===== config.mk =====
export PLATFORM = sky130hd
export DESIGN_NAME = akth_front
export DESIGN_NICKNAME = d
export VERILOG_FILES = /design/src/rtl/core/akl_toussaint_hull_prefilter_defines.svh /design/src/rtl/core/akth_pkg.sv /design/src/rtl/core/akth_front.sv
export SDC_FILE = /design/constraint.sdc
export NUM_CORES = 1
export LEC_CHECK = 0
export BUFFER_PORTS_ARGS = -buffer_cell sky130_fd_sc_hd__buf_2
export CAP_MARGIN = 15
export CELL_PAD_IN_SITES_DETAIL_PLACEMENT = 1
export CELL_PAD_IN_SITES_GLOBAL_PLACEMENT = 1
export CORE_MARGIN = 2
export CORE_UTILIZATION = 46
export DETAILED_ROUTE_END_ITERATION = 7
export MAX_ROUTING_LAYER = met4
export PLACE_DENSITY_LB_ADDON = 0.2
export SLEW_MARGIN = 20
export SYNTH_ARGS = -nofsm -noshare
export SYNTH_HDL_FRONTEND = slang
export SYNTH_SLANG_ARGS = --single-unit

===== constraint.sdc =====
create_clock -name i_clk -period 13.2 [get_ports i_clk]
set_clock_uncertainty 0.15 [all_clocks]
set_input_delay 2.64 -clock i_clk [delete_from_list [all_inputs] [get_ports i_clk]]
set_output_delay 2.64 -clock i_clk [all_outputs]
set_load 0.01 [all_outputs]

===== src/rtl/core/akl_toussaint_hull_prefilter_defines.svh =====
// Assertion macros for the hull prefilter RTL.
// No dependencies; taken in by akth_back, the module that carries checks.
`ifndef AKL_TOUSSAINT_HULL_PREFILTER_DEFINES_SVH
`define AKL_TOUSSAINT_HULL_PREFILTER_DEFINES_SVH

// Consequent must hold in the same cycle as the antecedent.
`define AKTH_ASSERT_IMP(label, clk, rst_n, ante, cons) \
    label: assert property (@(posedge clk) disable iff (!rst_n) (ante) |-> (cons)) \
        else $error("akth: same-cycle check failed");

// Consequent must hold in the cycle after the antecedent.
`define AKTH_ASSERT_NXT(label, clk, rst_n, ante, cons) \
    label: assert property (@(posedge clk) disable iff (!rst_n) (ante) |=> (cons)) \
        else $error("akth: next-cycle check failed");

`endif


===== src/rtl/core/akth_pkg.sv =====
// Shared types and constants for the hull prefilter.
// No dependencies; imported by every module of the block.
package akth_pkg;

    localparam int COORD_BITS_DEF = 16;

    typedef enum logic [1:0] {
        OP_SCAN   = 2'd0,
        OP_FILTER = 2'd1,
        OP_EMIT   = 2'd2
    } t_op;

    // Head of the command queue as seen by the back end.
    typedef struct packed {
        logic valid;
        t_op  op;
    } t_cmd;

endpackage


===== src/rtl/core/akth_front.sv =====
// Front end: accepts stream items, drops unused op codes, queues the rest.
// Depends on akth_pkg.
module akth_front #(
    parameter int COORD_BITS = akth_pkg::COORD_BITS_DEF
) (
    input  logic                         i_clk,
    input  logic                         i_rst_n,
    input  logic                         i_valid,
    output logic                         o_ready,
    input  logic [1:0]                   i_op,
    input  logic signed [COORD_BITS-1:0] i_x,
    input  logic signed [COORD_BITS-1:0] i_y,
    output akth_pkg::t_cmd               o_cmd,
    output logic signed [COORD_BITS-1:0] o_x,
    output logic signed [COORD_BITS-1:0] o_y,
    input  logic                         i_pop
);
    import akth_pkg::*;

    logic [1:0]                   r_count;
    logic [1:0]                   n_count;
    t_op                          r_q0_op, r_q1_op;
    logic signed [COORD_BITS-1:0] r_q0_x, r_q0_y, r_q1_x, r_q1_y;
    logic                         op_ok;
    logic                         push;

    // Classify: op code 3 is taken and dropped.
    always_comb begin
        unique case (i_op)
            OP_SCAN, OP_FILTER, OP_EMIT: op_ok = 1'b1;
            default:                     op_ok = 1'b0;
        endcase
    end

    assign o_ready = (r_count != 2'd2);
    assign push    = i_valid && o_ready && op_ok;

    always_comb begin
        n_count = r_count;
        if (push && !i_pop) begin
            n_count = r_count + 2'd1;
        end else if (!push && i_pop) begin
            n_count = r_count - 2'd1;
        end
    end

    always_ff @(posedge i_clk) begin
        if (!i_rst_n) begin
            r_count <= 2'd0;
        end else begin
            r_count <= n_count;
        end
    end

    // Two-entry queue; slot 0 is always the head.
    always_ff @(posedge i_clk) begin
        if (i_pop) begin
            r_q0_op <= r_q1_op;
            r_q0_x  <= r_q1_x;
            r_q0_y  <= r_q1_y;
        end
        if (push) begin
            if ((r_count == 2'd0) || (i_pop && r_count == 2'd1)) begin
                r_q0_op <= t_op'(i_op);
                r_q0_x  <= i_x;
                r_q0_y  <= i_y;
            end else begin
                r_q1_op <= t_op'(i_op);
                r_q1_x  <= i_x;
                r_q1_y  <= i_y;
            end
        end
    end

    assign o_cmd.valid = (r_count != 2'd0);
    assign o_cmd.op    = r_q0_op;
    assign o_x         = r_q0_x;
    assign o_y         = r_q0_y;

endmodule


# Yosys cells after proc, flatten, opt, wreduce, memory -nomap -nowiden
# Index checks and enable logic that the tools add are counted.
# word_totals
out_inout_bits,36
in_bits,38
word_cells,40
register_bits,70
# classes
mux,12
bitwise,1
eq_ne,4
n_addsub,2
n_reduce_logical,14
# ops
operator,n
two-way mux 16 bit,6
two-way mux 2 bit,5
logical AND 1 bit,5
equality test 2 x 1 -> 1 bit (second input constant),2
logical NOT 2 bit,2
nonzero test 2 bit,2
OR reduction 3 bit,1
adder 2 x 1 -> 2 bit (second input constant),1
equality test 2 bit (second input constant),1
logical NOT 1 bit,2
!= test 2 bit (second input constant),1
AND reduction 2 bit,1
subtractor 2 x 1 -> 2 bit (second input constant),1
logical OR 1 bit,1
two-way mux 1 bit,1
NOT 1 bit,1

# Depth between registers and ports, before layout
# Gate-level depths: netlist of run 1.
# depth
ltp_word,8
ltp_mapped,8
ltp_nobuf,8

# Worst setup path after synthesis of run 1
# No wires, ideal clock.
# synth_path
path_kind,in2reg
startpoint,input i_pop
endpoint,register r_q1_op[0] (enable)
arrival_time_ns,6.350
setup_time_ns,0.511
cell_stages,3
required_ns,12.539
path_slack_ns,6.189
path_buffers,1
path_cell_list,buf_4 a21o_2 nor4bb_1
# synth_between
elab_chain_len,4
# synth_lines
item,line,rtl
start: declaration,akth_front.sv:16,input logic i_pop
logical AND 1 bit,akth_front.sv:63,if ((r_count == 2'd0) || (i_pop && r_count == 2'd1)) begin
logical OR 1 bit,akth_front.sv:63,
NOT 1 bit (no source line),--,
AND reduction 2 bit (no source line),--,
end signal: assignment,akth_front.sv:68,r_q1_op <= t_op'(i_op);
end: declaration,akth_front.sv:22,"t_op r_q0_op, r_q1_op;"
# Every way passes these cells.
# A chain may end at the register's enable or synchronous reset.

# Worst setup path after layout of run 1
# layout_path
startpoint,input i_pop
endpoint,register r_q1_y[1] (enable)
# layout_between
elab_chain_len,4
# layout_lines
item,line,rtl
logical AND 1 bit,akth_front.sv:63,
logical OR 1 bit,akth_front.sv:63,
NOT 1 bit (no source line),--,
AND reduction 2 bit (no source line),--,
end signal: assignment,akth_front.sv:70,r_q1_y <= i_y;
end: declaration,akth_front.sv:23,"logic signed [COORD_BITS-1:0] r_q0_x, r_q0_y, r_q1_x, r_q1_y;"
# Every way passes these cells.

==> summary.md, run 1 <==
| Metric | Value |
|---|---|
| # diodes | 0 |
| Max-cap violations | 0 |
| Post_cts resized | 0 |
| Hold Fails Final Rpt | 0 |
| CTS Buf Count | 9 |
| Top Ports | 74 |
| Yosys warnings | 0 |
| CP max-delay cell | nor4bb_4 |
| Initial Utilization | a little under half |
| Htree depth | 3 |
| Post-Syn Instances | 165 |
| Static Leak | 1.53 nW |
| Critical path cell sequence | buf_2 -> a21o_2 -> nor4bb_4 -> buf_4 |
| TritonCTS clock tree | yes |
| CTS sink cnt | 70 |
| Worst-path clk slew | 0.08 ns |
| Startpoint types | input pin |
| Largest cells by area after synthesis | edfxtp_1, dfxtp_1, mux2_4 |
| Vias in the first global route | 1632 |
| WS Path Type | in2reg |
| Peak VDD IR | a little over 0.08 mV |
| DRC Markers | 0 |
| Met1 Routed Length | 2360 um |
| Syn avg cell area | 17.2 um^2 |
| Synth area leader | edfxtp_1 |
| Root buffer selected by CTS | clkbuf_8 |
| Crit end category | register |
| Initial antenna violation count | 0 |
| Wire length on met3 | 260 um |
| Row cnt | 28 |
| Port Buffers | 73 |
| Worst-Margin Slew | 1.01 ns |
| Deepest clock path buffer count | 2 |
| Fillcell total | 604 |
| Mapped cell area | 2830 um^2 |
| GR Overflow Total | 0 |
| Die area | 6800 um^2 |
| Flops & latches, synth | 70 |
| Clk Latency, worst-skew pair | 0.33 ns |
| Worst Path Max Fanout | 36 |
| Tcrit/Tclk final | a little over a third |
| Largest net degree at the start of global routing | 37 |
| Syn-to-layout area delta | 23.4% |
| RSZ-0062 raised after global routing | false |
| Distinct cells, synth | 18 |
| Hold_ws | 0.444 ns |
| Most common cell after layout, fill and taps aside | buf_2 |
| Critical Path RT | roughly 13 ns |
| Final Max Tran Viols | 0 |
| Post-layout nets | 285 |
| Iteration-0 DRC Markers | 35 |
| Chip Width | 82.5 um |
| Sequential-to-total area share from yosys stat | roughly three fifths |
| First-pass GRT wire length | 8500 um |
| Setup_tns | 0 ns |
| Pwr Density | 196 nW/um^2 |
| Die Span Y | 82.5 um |
| Layout cell share with drive strength beyond 1 | 64.1% |
| Detailed route wirelength on metal2 | 2940 um |
| Fin crit period | 4.84 ns |
| Fmax | 0.207 GHz |
| Vias per Instance | 4.88 |
| Routed WL per cell | 17.4 um |
| Gr usage total | 18.1% |
| Global placement routability congestion | 0.676 |
| Core area | 5920 um^2 |
| Cts hold-fix bufs | 0 |
| Yosys top cell area share | a little over a third |
| Most frequent cells in the layout | buf_2, mux2_2, dfxtp_1 |
| CP arrival | 4.69 ns |
| WL final | roughly 5600 um |
| Syn_nets | 207 |
| Final setup fails | 0 |
| Vias post-DR | ~1600 |
| Post-CTS setup buffer count | 0 |
| Drt pass-1 iters | 4 |
| Status | finished, final reports clean |
| Slew HR | 32.6% |
| Antenna Nets Post-Route | 0 |
| Type of the most critical hold path | reg2reg |
| CP max stage delay | around 0.88 ns |
| Highest routed layer | met4 |
[where the power goes]
group / internal (mW) / switching (mW)
clock network: 0.125 / 0.0808
registers: 0.277 / 0.0218
logic: 0.102 / 0.0780
[path summary, 6_finish.rpt]
kind	start	to	slack, ns	cells after the start
max	i_pop	r_q1_y[1]	8.36	4
min	r_q1_x[6]	o_x[6]	0.44	2
max reg2reg	r_count[0]	r_q1_y[1]	10.49	5
min reg2reg	r_q1_x[6]	o_x[6]	0.44	2
[sequential cells by signal, summed over array words and instances, names as in the netlist]
register	count
o_x	16
o_y	16
r_q1_y	16
r_q0_op	2
r_count	2
r_q1_x	16
r_q1_op	2
[through the flow]
step	cell area, um^2	power, mW	util, %	worst slack (ns)	std cells
6_report	3500	0.685	59.1	8.36	323
5_1_grt	3500	0.719	59.1	8.21	323
4_1_cts	3500	0.694	59.1	8.32	323
3_5_place_dp	3260	0.486	55.1	7.99	307
3_3_place_gp	3260	0.478	55.1	8.02	307
2_1_floorplan	2830	0.424	-	6.19	165
[cell families (layout without fill, tap and decap cells)]
| family | after synthesis | after routing | share of synthesized area [%] |
|---|---|---|---|
| fa+ha+maj | 4 | 4 | 1.77 |
| xor+xnor | 2 | 2 | 0.618 |
| simple gates | 7 | 7 | 2.03 |
| buf+inv | 12 | 95 | 2.65 |
| mux | 68 | 68 | 31.0 |
| compound gates | 2 | 2 | 0.486 |
| flops | 70 | 70 | 61.5 |
[layer usage]
metal,vias to the layer above,global-route usage (%)
li1,758,-
met1,768,21.2
met2,44,30.0
met3,5,3.91
met4,0,8.20
met5,-,-
[final cells by class]
| cell class | count | area [um^2] | share of cell area (%) |
|---|---|---|---|
| multi-input cells | 83 | 1030 | 29.5 |
| repair buffers | 74 | 373 | 10.7 |
| clock buffers | 10 | 128 | 3.65 |
| clock inverters | 6 | 110 | 3.15 |
| well taps | 75 | 93.8 | 2.68 |
| flip-flops and latches | 70 | 1740 | 49.8 |
| inverters | 5 | 18.8 | 0.537 |
[worst max-delay path: cells and delay by family]
family	cells	cell delay (ns)
simple gates	1	0.88
buf+inv	2	0.78
compound gates	1	0.35
[synth_stat cells]
cell type  instances
a21o_2             1
and2_1             2
and3_1             1
buf_2              3
buf_4              1
buf_6              3
dfxtp_1           36
edfxtp_1          34
ha_1               4
inv_1              5
mux2_2            38
mux2_4            30
nand2_1            2
nand4_4            1
nor4bb_1           1
o21ai_0            1
xnor2_1            1
xor2_1             1
Note: power is estimated with default switching activity, not from simulation.
==> run 2: changes to the inputs <==
CORE_UTILIZATION = 39   (was 46)
clock period = 3.9 ns   (was 13.2 ns; I/O delays follow)
==> run 2 against run 1 <==
  * Cell area increased by 1.5%
  * Worst setup slack got worse by 6.9 ns
  * Global-route usage decreased by 4.0 points
  * Critical path depth increased by 1
  * Total power increased to 3.4 times the previous value
  * Core utilization decreased by 9.3 points
  * Combinational power increased to 3.4 times the previous value
  * Worst hold slack got worse by 0.0016 ns
  * Non-clock buffer count increased by 2
  * Critical endpoint is now o_y[1]
==> summary.md, run 2 (synthesis results as in run 1) <==
| Metric | Value |
|---|---|
| Post-layout nets | 287 (+0.70%) |
| Vias per Instance | 4.53 (-7.2%) |
| Hold Fails Final Rpt | 0 (unchanged) |
| Tcrit/Tclk final | 61.6% |
| Core area | 7140 um^2 (+21%) |
| Critical Path RT | 3.97 ns (-9.08 ns) |
| Worst-path clk slew | 0.08 ns (about the same) |
| Final Power | 2.32 mW (+240%) |
| RSZ-0062 raised after global routing | false |
| Largest net degree at the start of global routing | 36 (-2.7%) |
| Antenna Nets Post-Route | 0 (unchanged) |
| Drt pass-1 iters | 4 (unchanged) |
| Syn-to-layout area delta | 25.3% |
| Max-cap violations | 0 (unchanged) |
| Post-CTS setup buffer count | 0 (unchanged) |
| Pwr Density | 654 nW/um^2 (+230%) |
| Vias post-DR | 1580 (+0.32%) |
| Crit end category | register |
| DRC Markers | 0 (unchanged) |
| CTS sink cnt | 70 (unchanged) |
| # diodes | 0 (unchanged) |
| Worst-Margin Slew | 0.894 ns (-0.116 ns) |
| Setup_tns | 0 ns (unchanged) |
| Initial Utilization | 39.7% (-8.2 points) |
| Final setup fails | 0 (unchanged) |
| Type of the most critical hold path | reg2reg |
| Status | finished, final reports clean |
| Layout cell share with drive strength beyond 1 | 65.2% (+1.1 points) |
| Clk Latency, worst-skew pair | 0.34 ns (about the same) |
| WL final | 5180 um (-7.6%) |
| Root buffer selected by CTS | clkbuf_8 |
| Most common cell after layout, fill and taps aside | buf_2 |
| WS Path Type | reg2reg |
| First-pass GRT wire length | 8040 um (-5.4%) |
| Global placement routability congestion | 0.747 (+10%) |
| HPWL Detailed | roughly 3500 um |
| Most frequent cells in the layout | buf_2, mux2_2, dfxtp_1 |
| Fmax | 0.416 GHz |
| Row cnt | 31 (+11%) |
| Top Ports | 74 (unchanged) |
| Cts hold-fix bufs | 0 (unchanged) |
| Htree depth | 3 (unchanged) |
| Startpoint types | register |
| Vias in the first global route | 1617 (-0.92%) |
| Initial antenna violation count | 0 (unchanged) |
| Routed WL per cell | 14.8 um (-15%) |
| TritonCTS clock tree | yes |
| Fin crit period | 2.40 ns |
| Die area | 7960 um^2 (+17%) |
| Port Buffers | 73 (unchanged) |
| GR Overflow Total | 0 (unchanged) |
| Peak VDD IR | 0.325 mV (+300%) |
| Slew HR | 40.3% (+7.7 points) |
| Gr usage total | 14.1% (-4.0 points) |
| Static Leak | 1.55 nW (+1.5%) |
| CTS Buf Count | 9 (unchanged) |
| Final Max Tran Viols | 0 (unchanged) |
| Chip Width | 89.2 um (+8.2%) |
| CP arrival | 2.47 ns (-2.22 ns) |
| Deepest clock path buffer count | 2 (unchanged) |
| Die Span Y | 89.2 um (+8.2%) |
| Worst Path Max Fanout | 34 (-5.6%) |
| Post_cts resized | 0 (unchanged) |
| Iteration-0 DRC Markers | 48 (+37%) |
## run 2: final timing paths
path            end  depth (start not counted)  slack, ns       start
max reg2reg  o_y[1]                          5       1.50  r_count[0]
min          o_x[4]                          2       0.44   r_q1_x[4]
min reg2reg  o_x[4]                          2       0.44   r_q1_x[4]
max          o_y[1]                          5       1.50  r_count[0]
## run 2: final cells by class
cell class	count	area [um^2]
Inverter	5	18.8
Tap cell	99	124
Fill cell	765	3590
Clock inverter	6	109
Multi-Input combinational cell	83	1030
Sequential cell	70	1740
Clock buffer	10	138
Timing Repair Buffer	76	388
## run 2: power by group
part           switching [mW]  total, mW  internal [mW]
combinational           0.267      0.616          0.349
clock                   0.270      0.711          0.441
sequential             0.0590      0.996          0.937
## run 2: metrics by stage
| stage | setup slack [ns] | hold slack, ns | std cells | cell area, um^2 | utilization, % |
|---|---|---|---|---|---|
| 6_report | 1.50 | 0.442 | 349 | 3550 | 49.8 |
| 5_1_grt | 1.36 | 0.454 | 349 | 3550 | 49.8 |
| 4_1_cts | 1.45 | 0.446 | 349 | 3550 | 49.8 |
| 3_5_place_dp | 1.24 | 0.435 | 333 | 3300 | 46.3 |
| 3_3_place_gp | 1.26 | 0.426 | 333 | 3300 | 46.3 |
| 2_1_floorplan | 0.0594 | 0.407 | 165 | 2840 | - |
## run 2: routing by layer
layer | global-route usage, % | vias up | wire length (um) | share of wire [%]
li1 | - | 765 | - | -
met1 | 17.6 | 763 | 2390 | 46
met2 | 21.0 | 43 | 2410 | 47
met3 | 3.60 | 9 | 277 | 5.3
met4 | 7.73 | 0 | 101 | 1.9
met5 | - | - | 0 | 0
## run 2: worst max-delay path, cell delays in order, from the launching register on
cell and delay (ns):
dfxtp_1 0.38, inv_1 0.08, ha_1 0.24, inv_1 0.16, nand4_4 0.71, mux2_4 0.56
